===== src/lfos_pkg.sv =====
// ----------------------------------------------------------------------------
// lfos_pkg
// Shared types, register indexes, mode codes and widths of the line follow
// and obstacle steering block.
// ----------------------------------------------------------------------------
package lfos_pkg;

  localparam int unsigned HOLD_TICKS_DEF     = 15;
  localparam int unsigned IMAGE_CENTER_X_DEF = 320;

  localparam int unsigned ADDR_W = 5;
  localparam int unsigned NUM_W  = 35;
  localparam int unsigned DEN_W  = 20;
  localparam int unsigned CNT_W  = 6;

  localparam logic [2:0] REG_FOLLOW_SPEED    = 3'd0;
  localparam logic [2:0] REG_FOLLOW_GAIN     = 3'd1;
  localparam logic [2:0] REG_LINE_CONF_MIN   = 3'd2;
  localparam logic [2:0] REG_AVOID_SPEED     = 3'd3;
  localparam logic [2:0] REG_AVOID_GAIN      = 3'd4;
  localparam logic [2:0] REG_CONE_CONF_MIN   = 3'd5;
  localparam logic [2:0] REG_CONE_BOTTOM_MIN = 3'd6;
  localparam logic [2:0] REG_RECOVER_GAIN    = 3'd7;

  typedef enum logic [1:0] {
    MODE_FOLLOW  = 2'd0,
    MODE_AVOID   = 2'd1,
    MODE_RECOVER = 2'd2
  } mode_e;

  typedef struct packed {
    logic [11:0] follow_speed;
    logic [15:0] follow_gain;
    logic [7:0]  line_conf_min;
    logic [11:0] avoid_speed;
    logic [15:0] avoid_gain;
    logic [7:0]  cone_conf_min;
    logic [9:0]  cone_bottom_min;
    logic [15:0] recover_gain;
  } cfg_t;

  typedef struct packed {
    logic             start;
    logic [15:0]      m0;
    logic [9:0]       m1;
    logic [7:0]       m2;
    logic [DEN_W-1:0] den;
  } unit_req_t;

  typedef struct packed {
    logic             done;
    logic [NUM_W-1:0] quot;
  } unit_rsp_t;

  typedef struct packed {
    logic        sat;
    logic [15:0] steer;
  } steer_t;

  function automatic steer_t sat_steer(input logic [NUM_W-1:0] mag, input logic neg);
    steer_t r;
    r.sat   = 1'b0;
    r.steer = 16'd0;
    if (neg) begin
      if (mag > NUM_W'(32768)) begin
        r.sat   = 1'b1;
        r.steer = 16'h8000;
      end else begin
        r.steer = 16'd0 - mag[15:0];
      end
    end else begin
      if (mag > NUM_W'(32767)) begin
        r.sat   = 1'b1;
        r.steer = 16'h7FFF;
      end else begin
        r.steer = mag[15:0];
      end
    end
    return r;
  endfunction

endpackage


===== src/lfos_regs.sv =====
// ----------------------------------------------------------------------------
// lfos_regs
// APB configuration registers of the steering block.
// ----------------------------------------------------------------------------
module lfos_regs import lfos_pkg::*; (
  input  logic              clk_i,
  input  logic              rst_ni,
  input  logic              psel,
  input  logic              penable,
  input  logic              pwrite,
  input  logic [ADDR_W-1:0] paddr,
  input  logic [31:0]       pwdata,
  output logic [31:0]       prdata,
  output logic              pready,
  output cfg_t              cfg_o
);

  cfg_t       cfg_q;
  logic [2:0] idx;
  logic       wr_en;

  assign idx    = paddr[ADDR_W-1:2];
  assign wr_en  = psel && penable && pwrite;
  assign pready = 1'b1;
  assign cfg_o  = cfg_q;

  always_ff @(posedge clk_i or negedge rst_ni) begin
    if (!rst_ni) begin
      cfg_q <= '{follow_speed:    12'd0,
                 follow_gain:     16'd0,
                 line_conf_min:   8'd128,
                 avoid_speed:     12'd0,
                 avoid_gain:      16'd0,
                 cone_conf_min:   8'd128,
                 cone_bottom_min: 10'd0,
                 recover_gain:    16'd0};
    end else if (wr_en) begin
      case (idx)
        REG_FOLLOW_SPEED:    cfg_q.follow_speed    <= pwdata[11:0];
        REG_FOLLOW_GAIN:     cfg_q.follow_gain     <= pwdata[15:0];
        REG_LINE_CONF_MIN:   cfg_q.line_conf_min   <= pwdata[7:0];
        REG_AVOID_SPEED:     cfg_q.avoid_speed     <= pwdata[11:0];
        REG_AVOID_GAIN:      cfg_q.avoid_gain      <= pwdata[15:0];
        REG_CONE_CONF_MIN:   cfg_q.cone_conf_min   <= pwdata[7:0];
        REG_CONE_BOTTOM_MIN: cfg_q.cone_bottom_min <= pwdata[9:0];
        REG_RECOVER_GAIN:    cfg_q.recover_gain    <= pwdata[15:0];
        default: ;
      endcase
    end
  end

  always_comb begin
    case (idx)
      REG_FOLLOW_SPEED:    prdata = 32'(cfg_q.follow_speed);
      REG_FOLLOW_GAIN:     prdata = 32'(cfg_q.follow_gain);
      REG_LINE_CONF_MIN:   prdata = 32'(cfg_q.line_conf_min);
      REG_AVOID_SPEED:     prdata = 32'(cfg_q.avoid_speed);
      REG_AVOID_GAIN:      prdata = 32'(cfg_q.avoid_gain);
      REG_CONE_CONF_MIN:   prdata = 32'(cfg_q.cone_conf_min);
      REG_CONE_BOTTOM_MIN: prdata = 32'(cfg_q.cone_bottom_min);
      REG_RECOVER_GAIN:    prdata = 32'(cfg_q.recover_gain);
      default:             prdata = 32'd0;
    endcase
  end

endmodule


===== src/lfos_unit.sv =====
// ----------------------------------------------------------------------------
// lfos_unit
// Shared multiply and divide unit: (m0*m1*m2 + den/2) / den, two multiply
// steps and a rounding add followed by a restoring division of one quotient bit per cycle.
// ----------------------------------------------------------------------------
module lfos_unit import lfos_pkg::*; (
  input  logic      clk_i,
  input  logic      rst_ni,
  input  unit_req_t req_i,
  output unit_rsp_t rsp_o
);

  typedef enum logic [2:0] {
    U_IDLE,
    U_MUL1,
    U_MUL2,
    U_ADD,
    U_DIV,
    U_DONE
  } ustate_e;

  ustate_e          state_q;
  logic [15:0]      m0_q;
  logic [9:0]       m1_q;
  logic [7:0]       m2_q;
  logic [DEN_W-1:0] den_q;
  logic [33:0]      prod_q;
  logic [NUM_W-1:0] quot_q;
  logic [DEN_W-1:0] rem_q;
  logic [CNT_W-1:0] cnt_q;

  logic [DEN_W:0]   trial;
  logic [DEN_W:0]   diff;
  logic             ge;

  assign trial = {rem_q, quot_q[NUM_W-1]};
  assign ge    = trial >= {1'b0, den_q};
  assign diff  = trial - {1'b0, den_q};

  assign rsp_o.done = (state_q == U_DONE);
  assign rsp_o.quot = quot_q;

  always_ff @(posedge clk_i or negedge rst_ni) begin
    if (!rst_ni) begin
      state_q <= U_IDLE;
      m0_q    <= '0;
      m1_q    <= '0;
      m2_q    <= '0;
      den_q   <= '0;
      prod_q  <= '0;
      quot_q  <= '0;
      rem_q   <= '0;
      cnt_q   <= '0;
    end else begin
      case (state_q)
        U_IDLE: begin
          if (req_i.start) begin
            m0_q    <= req_i.m0;
            m1_q    <= req_i.m1;
            m2_q    <= req_i.m2;
            den_q   <= req_i.den;
            state_q <= U_MUL1;
          end
        end
        U_MUL1: begin
          prod_q  <= 34'(m0_q * m1_q);
          state_q <= U_MUL2;
        end
        U_MUL2: begin
          prod_q  <= 34'(prod_q[25:0] * m2_q);
          state_q <= U_ADD;
        end
        U_ADD: begin
          quot_q  <= {1'b0, prod_q} + NUM_W'(den_q >> 1);
          rem_q   <= '0;
          cnt_q   <= '0;
          state_q <= U_DIV;
        end
        U_DIV: begin
          rem_q  <= ge ? diff[DEN_W-1:0] : trial[DEN_W-1:0];
          quot_q <= {quot_q[NUM_W-2:0], ge};
          cnt_q  <= cnt_q + CNT_W'(1);
          if (cnt_q == CNT_W'(NUM_W - 1)) begin
            state_q <= U_DONE;
          end
        end
        U_DONE: begin
          state_q <= U_IDLE;
        end
        default: begin
          state_q <= U_IDLE;
        end
      endcase
    end
  end

endmodule


===== src/line_follow_obstacle_steering.sv =====
// ----------------------------------------------------------------------------
// line_follow_obstacle_steering
// Drive mode sequencer with line following and cone avoidance steering.
// ----------------------------------------------------------------------------
// One input word per control tick carries a track-centre point and one cone
// box; one output word per tick carries the drive command and the mode.
// Both channels use valid/ready; configuration goes through the APB port;
// the user writes it only while the block is idle, the block does not enforce this.
// A tick that needs a division (line following with a valid point, avoidance
// except with a cone right of centre within the gain cap) waits for the
// shared unit: two multiply steps, one rounding add and 35 quotient bits,
// one per cycle. Other ticks skip the unit.
// Throughput: one word at a time; in_ready_o rises again once the result
// sits in the output register.
// Reset clears the mode to follow, the held steering, the tick counter and
// the configuration to its reset values.
// A stalled receiver holds the output word; the block still accepts the next
// tick and parks its result until the output register frees up.
// ----------------------------------------------------------------------------
module line_follow_obstacle_steering import lfos_pkg::*; #(
  parameter int unsigned HOLD_TICKS     = HOLD_TICKS_DEF,
  parameter int unsigned IMAGE_CENTER_X = IMAGE_CENTER_X_DEF
) (
  input  logic              clk_i,
  input  logic              rst_ni,
  input  logic              psel,
  input  logic              penable,
  input  logic              pwrite,
  input  logic [ADDR_W-1:0] paddr,
  input  logic [31:0]       pwdata,
  output logic [31:0]       prdata,
  output logic              pready,
  input  logic              in_valid_i,
  output logic              in_ready_o,
  input  logic              line_present_i,
  input  logic              line_point_valid_i,
  input  logic [9:0]        line_x_i,
  input  logic [9:0]        line_y_i,
  input  logic [7:0]        line_conf_i,
  input  logic              cone_present_i,
  input  logic [9:0]        cone_left_i,
  input  logic [9:0]        cone_top_i,
  input  logic [9:0]        cone_width_i,
  input  logic [9:0]        cone_height_i,
  input  logic [7:0]        cone_conf_i,
  output logic              out_valid_o,
  input  logic              out_ready_i,
  output logic              command_valid_o,
  output logic [11:0]       linear_speed_o,
  output logic signed [15:0] angular_speed_o,
  output logic [1:0]        drive_mode_o,
  output logic              steer_saturated_o
);

  localparam logic [9:0]       CX         = 10'(IMAGE_CENTER_X);
  localparam logic [7:0]       HOLD       = 8'(HOLD_TICKS);
  localparam logic [DEN_W-1:0] FOLLOW_DEN = DEN_W'(896 * IMAGE_CENTER_X);

  typedef enum logic [1:0] {
    S_IDLE,
    S_DECIDE,
    S_WAIT,
    S_FIN
  } state_e;

  cfg_t      cfg;
  unit_req_t req;
  unit_rsp_t rsp;

  state_e      state_q;
  mode_e       mode_q;
  logic [15:0] last_q;
  logic [7:0]  ticks_q;
  logic        once_q;

  logic        p_valid_q;
  logic [11:0] p_speed_q;
  logic        p_neg_q;
  logic        p_upd_q;
  logic [15:0] p_steer_q;
  logic        p_sat_q;

  logic        out_valid_q;
  logic        cmd_q;
  logic [11:0] spd_q;
  logic [15:0] ang_q;
  logic [1:0]  mode_out_q;
  logic        sat_q;

  logic        lp_q, pv_q, cp_q;
  logic [9:0]  lx_q, ly_q, cl_q, ct_q, cw_q, ch_q;
  logic [7:0]  lc_q, cc_q;

  logic              close;
  logic [7:0]        ticks_inc;
  logic [10:0]       a_ctr;
  logic signed [12:0] a_off;
  logic signed [12:0] a_offc;
  logic [12:0]       a_mag;
  logic [12:0]       a_den;
  logic signed [10:0] f_off;
  logic [10:0]       f_abs;
  logic [9:0]        f_mo;
  logic [9:0]        f_y;
  logic [7:0]        f_yr;
  logic [18:0]       r_sum;

  mode_e             mode_d;
  logic [7:0]        ticks_d;
  logic              once_d;
  logic              d_valid;
  logic [11:0]       d_speed;
  logic              d_neg;
  logic              d_div;
  logic              d_upd;
  logic              d_use_last;
  logic [NUM_W-1:0]  d_mag;
  steer_t            d_st;
  steer_t            w_st;

  lfos_regs u_regs (
    .clk_i   (clk_i),
    .rst_ni  (rst_ni),
    .psel    (psel),
    .penable (penable),
    .pwrite  (pwrite),
    .paddr   (paddr),
    .pwdata  (pwdata),
    .prdata  (prdata),
    .pready  (pready),
    .cfg_o   (cfg)
  );

  lfos_unit u_unit (
    .clk_i  (clk_i),
    .rst_ni (rst_ni),
    .req_i  (req),
    .rsp_o  (rsp)
  );

  assign in_ready_o        = (state_q == S_IDLE);
  assign out_valid_o       = out_valid_q;
  assign command_valid_o   = cmd_q;
  assign linear_speed_o    = spd_q;
  assign angular_speed_o   = $signed(ang_q);
  assign drive_mode_o      = mode_out_q;
  assign steer_saturated_o = sat_q;

  always_ff @(posedge clk_i) begin
    if (in_valid_i && in_ready_o) begin
      lp_q <= line_present_i;
      pv_q <= line_point_valid_i;
      lx_q <= line_x_i;
      ly_q <= line_y_i;
      lc_q <= line_conf_i;
      cp_q <= cone_present_i;
      cl_q <= cone_left_i;
      ct_q <= cone_top_i;
      cw_q <= cone_width_i;
      ch_q <= cone_height_i;
      cc_q <= cone_conf_i;
    end
  end

  always_comb begin
    ticks_inc = (ticks_q != 8'hFF) ? ticks_q + 8'd1 : ticks_q;
    close     = cp_q && (cc_q >= cfg.cone_conf_min) &&
                (({1'b0, ct_q} + {1'b0, ch_q}) >= {1'b0, cfg.cone_bottom_min});

    a_ctr = {1'b0, cl_q} + {2'b0, cw_q[9:1]};
    a_off = $signed({2'b0, a_ctr}) - $signed({3'b0, CX});
    if (a_off >= 0 && a_off < 13'sd5) begin
      a_offc = 13'sd5;
    end else if (a_off < 0 && a_off > -13'sd5) begin
      a_offc = -13'sd5;
    end else begin
      a_offc = a_off;
    end
    a_mag = a_offc[12] ? 13'(-a_offc) : 13'(a_offc);
    a_den = {a_mag[10:0], 2'b00};

    f_off = $signed({1'b0, lx_q}) - $signed({1'b0, CX});
    f_abs = f_off[10] ? 11'(-f_off) : 11'(f_off);
    f_mo  = (f_abs < 11'd5) ? 10'd0 : f_abs[9:0];
    f_y   = (ly_q > 10'd256) ? ly_q - 10'd256 : 10'd0;
    f_yr  = (f_y > 10'd224) ? 8'd224 : f_y[7:0];

    r_sum = {3'b0, cfg.recover_gain} + {2'b0, cfg.recover_gain, 1'b0} + 19'd4;

    mode_d     = mode_q;
    ticks_d    = ticks_inc;
    once_d     = once_q;
    d_valid    = 1'b0;
    d_speed    = 12'd0;
    d_neg      = 1'b0;
    d_div      = 1'b0;
    d_upd      = 1'b0;
    d_use_last = 1'b0;
    d_mag      = '0;
    req.m0     = cfg.follow_gain;
    req.m1     = f_mo;
    req.m2     = f_yr;
    req.den    = FOLLOW_DEN;

    if (lp_q) begin
      if (close) begin
        mode_d  = MODE_AVOID;
        ticks_d = 8'd0;
        once_d  = 1'b1;
      end
      case (close ? MODE_AVOID : mode_q)
        MODE_AVOID: begin
          if (close) begin
            if (cw_q != 10'd0) begin
              d_valid = 1'b1;
              d_speed = cfg.avoid_speed;
              d_upd   = 1'b1;
              d_neg   = !a_offc[12];
              req.m0  = cfg.avoid_gain;
              req.m1  = CX;
              req.m2  = 8'd1;
              req.den = DEN_W'(a_den);
              if (!a_offc[12] && ({3'b0, CX} >= a_den)) begin
                d_mag = NUM_W'(cfg.avoid_gain);
              end else begin
                d_div = 1'b1;
              end
            end
          end else if (once_q && ticks_inc < HOLD) begin
            d_valid    = 1'b1;
            d_speed    = cfg.avoid_speed;
            d_use_last = 1'b1;
          end else begin
            mode_d = MODE_RECOVER;
          end
        end
        MODE_RECOVER: begin
          if (pv_q && lc_q >= cfg.line_conf_min) begin
            mode_d = MODE_FOLLOW;
          end else begin
            d_valid = 1'b1;
            d_speed = cfg.follow_speed;
            d_neg   = !last_q[15];
            d_mag   = NUM_W'(r_sum[18:3]);
          end
        end
        default: begin
          mode_d = MODE_FOLLOW;
          if (pv_q) begin
            d_valid = 1'b1;
            d_speed = cfg.follow_speed;
            d_neg   = f_off[10];
            d_div   = 1'b1;
          end
        end
      endcase
    end

    req.start = (state_q == S_DECIDE) && d_div;

    if (d_use_last) begin
      d_st.sat   = 1'b0;
      d_st.steer = last_q;
    end else if (d_valid) begin
      d_st = sat_steer(d_mag, d_neg);
    end else begin
      d_st = '0;
    end

    w_st = sat_steer(rsp.quot, p_neg_q);
  end

  always_ff @(posedge clk_i or negedge rst_ni) begin
    if (!rst_ni) begin
      state_q     <= S_IDLE;
      mode_q      <= MODE_FOLLOW;
      last_q      <= '0;
      ticks_q     <= '0;
      once_q      <= 1'b0;
      p_valid_q   <= 1'b0;
      p_speed_q   <= '0;
      p_neg_q     <= 1'b0;
      p_upd_q     <= 1'b0;
      p_steer_q   <= '0;
      p_sat_q     <= 1'b0;
      out_valid_q <= 1'b0;
      cmd_q       <= 1'b0;
      spd_q       <= '0;
      ang_q       <= '0;
      mode_out_q  <= MODE_FOLLOW;
      sat_q       <= 1'b0;
    end else begin
      if (out_valid_q && out_ready_i && state_q != S_FIN) begin
        out_valid_q <= 1'b0;
      end
      case (state_q)
        S_IDLE: begin
          if (in_valid_i) begin
            state_q <= S_DECIDE;
          end
        end
        S_DECIDE: begin
          mode_q    <= mode_d;
          ticks_q   <= ticks_d;
          once_q    <= once_d;
          p_valid_q <= d_valid;
          p_speed_q <= d_speed;
          p_neg_q   <= d_neg;
          p_upd_q   <= d_upd;
          p_steer_q <= d_st.steer;
          p_sat_q   <= d_st.sat;
          if (d_div) begin
            state_q <= S_WAIT;
          end else begin
            if (d_upd) begin
              last_q <= d_st.steer;
            end
            state_q <= S_FIN;
          end
        end
        S_WAIT: begin
          if (rsp.done) begin
            p_steer_q <= w_st.steer;
            p_sat_q   <= w_st.sat;
            if (p_upd_q) begin
              last_q <= w_st.steer;
            end
            state_q <= S_FIN;
          end
        end
        S_FIN: begin
          if (!out_valid_q || out_ready_i) begin
            out_valid_q <= 1'b1;
            cmd_q       <= p_valid_q;
            spd_q       <= p_valid_q ? p_speed_q : 12'd0;
            ang_q       <= p_valid_q ? p_steer_q : 16'd0;
            sat_q       <= p_valid_q && p_sat_q;
            mode_out_q  <= mode_q;
            state_q     <= S_IDLE;
          end
        end
        default: begin
          state_q <= S_IDLE;
        end
      endcase
    end
  end

endmodule


===== config.mk =====
export PLATFORM = sky130hd
export DESIGN_NAME = line_follow_obstacle_steering
export DESIGN_NICKNAME = d
export VERILOG_FILES = /design/src/lfos_pkg.sv /design/src/lfos_regs.sv /design/src/lfos_unit.sv /design/src/line_follow_obstacle_steering.sv
export SDC_FILE = /design/constraint.sdc
export NUM_CORES = 2
export LEC_CHECK = 0
export ABC_AREA = 1
export BUFFER_PORTS_ARGS = -buffer_cell sky130_fd_sc_hd__clkbuf_2
export CAP_MARGIN = 20
export CORE_MARGIN = 2
export CORE_UTILIZATION = 30
export CTS_CLUSTER_SIZE = 12
export DETAILED_ROUTE_END_ITERATION = 8
export PLACE_DENSITY = 0.42
export RECOVER_POWER = 25
export SLEW_MARGIN = 20
export SYNTH_ARGS = -nofsm -noshare
export SYNTH_HDL_FRONTEND = slang
export SYNTH_SLANG_ARGS = --single-unit

===== constraint.sdc =====
create_clock -name clk_i -period 6.5 [get_ports clk_i]
set_input_delay 1.3 -clock clk_i [delete_from_list [all_inputs] [get_ports clk_i]]
set_output_delay 1.3 -clock clk_i [all_outputs]
set_load 0.1 [all_outputs]

### Word level (Yosys, flattened, before mapping)

Cells that the tools add are included.

* $add $sub $neg: 15
* $mul: 2
* magnitude comparators: 17
* equality and inequality tests: 28
* muxes and demuxes: 96
* reduce and logical (&&, ||, !) cells: 41

Operator list (count)
* $pmux W32 S8: 1
* $mux W16: 15
* $mux W54: 4
* $pmux W16 S2: 3
* $mux W12: 7
* $gt A35 B15 Y1 const B: 2
* $gt A35 B16 Y1 const B: 2
* $pmux W35 S2: 1
* $mux W17: 4
* $pmux W34 S2: 1
* $pmux W20 S2: 1
* $add A34 B19 Y35: 1
* $mul A26 B8 Y34: 1
* $mux W8: 4
* $sub A1 B16 Y16 const A: 2
* $mux W1: 30
* $mul A16 B10 Y26: 1
* $mux W13: 2
* $reduce_and A2 Y1: 13
* $pmux W12 S2: 1
* $mux W11: 2
* $neg A11 Y11: 2
* $ge A21 B20 Y1: 1
* $mux W10: 2
* other kinds (47): 96

* bits in registers: 423
* bits of input ports: 123
* output and inout port bits: 67
* logic and storage cells: 244

### Depth between registers and ports, before layout

* depth after elaboration: 23
* mapped depth: 47

### Cells and area by module

A second synthesis with hierarchy kept.

* cell total of the unflattened synthesis: 5503
* area, all modules: 39754.4 sq um

By module, submodules not included
* lfos_unit: instances 1, cells each 3309, area an instance 22507.8 sq um
* line_follow_obstacle_steering: instances 1, cells each 1629, area an instance 12500.7 sq um
* lfos_regs: instances 1, cells each 565, area an instance 4745.8 sq um

### Worst setup path before layout

OpenSTA, ideal clock, no wires.

* path type: register to register
* start: reg u_unit.m1_q[3]
* end: reg u_unit.prod_q[25]
* library setup time: 0.117 ns
* arrival: 5.837 ns
* required time: 6.383 ns
* path slack: 0.546 ns
* cell stages (with the launch flop): 30
* period minus slack after synthesis: 5.954 ns
* path through: dfrtp_1 -> clkbuf_1 -> clkbuf_1 -> nand2_1 -> fa_1 -> fa_1 -> fa_1 -> fa_1 -> inv_1 -> fa_1 -> ha_1 -> a21oi_1 -> o21ai_0 -> nand2_1 -> nand2_1 -> a21oi_1 -> o21ai_0 -> a21oi_1 -> nor2_1 -> o21ai_0 -> nand2_1 -> nand3_1 -> nand2_1 -> a21boi_0 -> o21ai_0 -> or2_2 -> nand3_1 -> nand2_1 -> nand2_1 -> nand2_1

* word-level cells in the longest chain between the ends: 2

Ends and longest elaborated chain
* from (decl): RTL line lfos_unit.sv:24 `logic [9:0] m1_q;`
* from (signal assigned): RTL line lfos_unit.sv:59 `m1_q <= req_i.m1;`
* $mul A16 B10 Y26: RTL line lfos_unit.sv:66 `prod_q <= 34'(m0_q * m1_q);`
* $pmux W34 S2: RTL line lfos_unit.sv:55 `case (state_q)`
* to (signal assigned): RTL line lfos_unit.sv:66
* to (signal assigned): RTL line lfos_unit.sv:70 `prod_q <= 34'(prod_q[25:0] * m2_q);`
* to (decl): RTL line lfos_unit.sv:27 `logic [33:0] prod_q;`

No other way between the ends.
A chain may end at the register's enable or synchronous reset.

### Final worst setup path

* start: reg u_unit.m0_q[0]
* end: reg u_unit.prod_q[25]

* word-level cells in the longest chain between the ends: 2

Ends and longest elaborated chain
* from (decl): RTL line lfos_unit.sv:23 `logic [15:0] m0_q;`
* from (signal assigned): RTL line lfos_unit.sv:58 `m0_q <= req_i.m0;`
* $mul A16 B10 Y26: RTL line lfos_unit.sv:66
* $pmux W34 S2: RTL line lfos_unit.sv:55

No other way between the ends.

==> qor.yml <==
clk_pin_slew_ns: 0.06
crit_top_cell: "nand2_1"
ir_worst_vdd_mv: 0.210
finalSetupViolCount: 0
htreeDepth: 2
clockRootBuffer: "clkbuf_16"
holdCritStartpoint: "once_q$_DFFE_PN0P_"
initialDrtViolationCount: 1926
grt_max_degree: 127
combPwrFrac_pct: 11.6
clock_latency_ns: 0.71
rr_worst_depth: 25
gr-usage-met2_pct: 29.6
clock_power_share_pct: 47.6
min_path_cells: 2
start_util_pct: 30.2
synth.cell_area_um2: 34900
min_path_type: "reg2reg"
core_um2: 116000
cts_made_buffers: 55
r2r_start: "u_unit.m0_q[0]$_DFFE_PN0P_"
worstSetupStartpointType: "flop"
io_buffers: 154
rsz0062_at_grt: "yes"
finalCritPeriodShare_pct: 93.9
synth_cells: 4441
dieArea_um2: 119000
internal_power_mw: 5.02
drc: 0
ys_types: 59
fin_tns_setup_ns: 0
startpoint: "u_unit.m0_q[0]$_DFFE_PN0P_"
ys_warn_count: 0
cts_sinks: 415
fmax_ghz: 0.164
p_switching_mw: 2.02
hold_slack_ns: 0.458
synth_ff_type: "dfrtp_1"
ys_ff_latch: 415
layout_setup_ws_ns: 0.395
synth_top_cell_by_area: "dfrtp_1"
placed_cell_area_um2: 37600
use_met3_pct: 2.73
critPathRequiredTime_ns: 7.06
status: "finished with violations"
fin_nets: 5194
hold_buffers: 0
crit_arrival_ns: 6.67
cap_violations: 2
crit_fanout: 11
track_usage_pct: 18.7
clk_path_buf_depth: 3
crit_slowest_cell: "dfrtp_1"
areaGrowthSynthToFinish_pct: 13.7
switching_share_pct: 28.7
max_slew_margin_pct: -103
num-fill-cells: 12400
violations: "capacitance limit, slew limit"
num_antenna_cells: 0
crit_path_max_incr_delay_ns: 0.65
cp-end-kind: "flop"
antenna_found_initial: 10
yosys.area.top_type_share_pct: 23.9
routed_wl_um: 111000
grt_pass1_vias: 29400
die_w_um: 345
ant_nets: 0
p_per_area_nw_per_um2: 178
gp_congestion: 0.871
power.total_mw: 7.05
grt_pass1_wl_um: 175000
cts_tree: "yes"
drive_gt1_share_pct: 9.04
drv_slew: 140
endpoint: "u_unit.prod_q[25]$_DFFE_PN0P_"
dieHeight_um: 345
dr_total_vias: 29200
hold_violations: 0
timing.rr.end: "u_unit.prod_q[25]$_DFFE_PN0P_"
synth_edf_count: 79
pwr-share-seq_pct: 40.8
period_minus_slack_ns: 6.11
p_leak_nw: 20.9
fin_area_um2: 39700
pre_cts_slack_ns: 0.198
io_pins: 190
first_pass_iters: 5
met1_usage_pct: 26.9
synth_area_per_cell_um2: 7.86
fp-row-count: 125
grt_overflow: 0
crit_type: "reg2reg"
dp_hpwl_um: 87000
synthTopCellsByCount: "1166 x nand2_1, 786 x inv_1, 334 x dfrtp_1, 329 x o21ai_0, 259 x fa_1"
wl_per_cell_um: 18.1
worst_pin_slew_ns: 3.05
top_usage_layer: "met2"
fin_skew_ns: 0.0848
async_flop_share_pct: 81.0
synth.most_common_cell: "nand2_1"
via_per_inst: 4.76
synthTopCellsByArea: "dfrtp_1 24%, fa_1 15%, nand2_1 13%"
rrSetupSlack_ns: 0.39
ys_seq_area_share_pct: 30.9
==> logic make-up after synthesis <==
family	Yosys count	synth area share [%]
AO/OA/AOI/OAI	747	12.4
XOR/XNOR	87	2.18
adder cells (fa/ha/maj)	504	23.6
buffers and inverters	997	11.0
flip-flops	415	30.9
other	2	0.0215
AND/OR/NAND/NOR	1689	19.9
==> state kept, by name, indices dropped and copies added, names as in the netlist, 12 cells and up <==
name             count
p_steer_q           16
last_q              16
angular_speed_o     16
u_unit.den_q        12
u_unit.rem_q        20
p_speed_q           12
u_unit.prod_q       34
u_unit.m0_q         16
linear_speed_o      12
u_regs.cfg_o        98
u_unit.quot_q       35
==> placed cells by master, fill, tap and decap left out, types with 56 or more instances in the layout <==
| master | n |
|---|---|
| nand2_1 | 1160 |
| inv_1 | 784 |
| o21ai_0 | 327 |
| dfrtp_1 | 327 |
| fa_1 | 259 |
| ha_1 | 244 |
| nor2_1 | 198 |
| a21oi_1 | 188 |
| nand3_1 | 156 |
| clkbuf_2 | 147 |
| buf_4 | 93 |
| edfxtp_1 | 79 |
| xor2_1 | 60 |
| clkbuf_16 | 56 |
==> how the worst min path moves through the flow <==
stage | slack (ns) | to
2_1_floorplan | 0.42 | once_q$_DFFE_PN0P_
3_3_place_gp | 0.45 | once_q$_DFFE_PN0P_
3_5_place_dp | 0.45 | once_q$_DFFE_PN0P_
4_1_cts | 0.46 | once_q$_DFFE_PN0P_
5_1_grt | 0.48 | once_q$_DFFE_PN0P_
6_report | 0.46 | once_q$_DFFE_PN0P_
==> worst max-delay path: cells and delay by family, from the launching register on <==
| family | cells | cell delay [ns] |
|---|---|---|
| compound gates | 6 | 1.11 |
| fa+ha+maj | 6 | 2.96 |
| buf+inv | 1 | 0.06 |
| flops | 1 | 0.65 |
| simple gates | 12 | 1.22 |
==> power groups by stage <==
stage / clock network (mW) / registers, mW / logic, mW
floorplan: 0 / 2.88 / 0.566
global placement: 0 / 2.92 / 0.819
detailed placement: 0 / 2.92 / 0.822
CTS: 3.46 / 2.88 / 0.827
global route: 3.55 / 2.89 / 0.914
finish: 3.35 / 2.88 / 0.820
==> routing by layer <==
layer / up-vias / part of all wire, %
met5: - / 0
li1: 14400 / -
met2: 556 / 45
met4: 0 / 2.0
met1: 14100 / 48
met3: 113 / 5.0
==> stage by stage <==
| step | utilization [%] | std cells |
|---|---|---|
| floorplan | - | 4456 |
| global placement | 32.5 | 6030 |
| detailed placement | 32.5 | 6030 |
| CTS | 34.2 | 6133 |
| global route | 34.3 | 6137 |
| finish | 34.3 | 6137 |
==> area by class of cell <==
class                   instances  area, um^2  share of cell area, %
clock buffers                  77        1610                   4.06
flip-flops and latches        415       10800                   27.2
well taps                    1524        1910                   4.81
inverters                     798        3000                   7.56
clock inverters                26         392                  0.987
repair buffers                253        1580                   3.97
multi-input cells            3044       20400                   51.4
==> repair_timing <==
| action | 4_1_cts | 5_1_grt |
|---|---|---|
| buffers inserted | 0 | 3 |
| gates resized for setup | 0 | 22 |
| setup endpoints to repair | 0 | 53 |
Note: power is estimated with default switching activity, not from simulation.
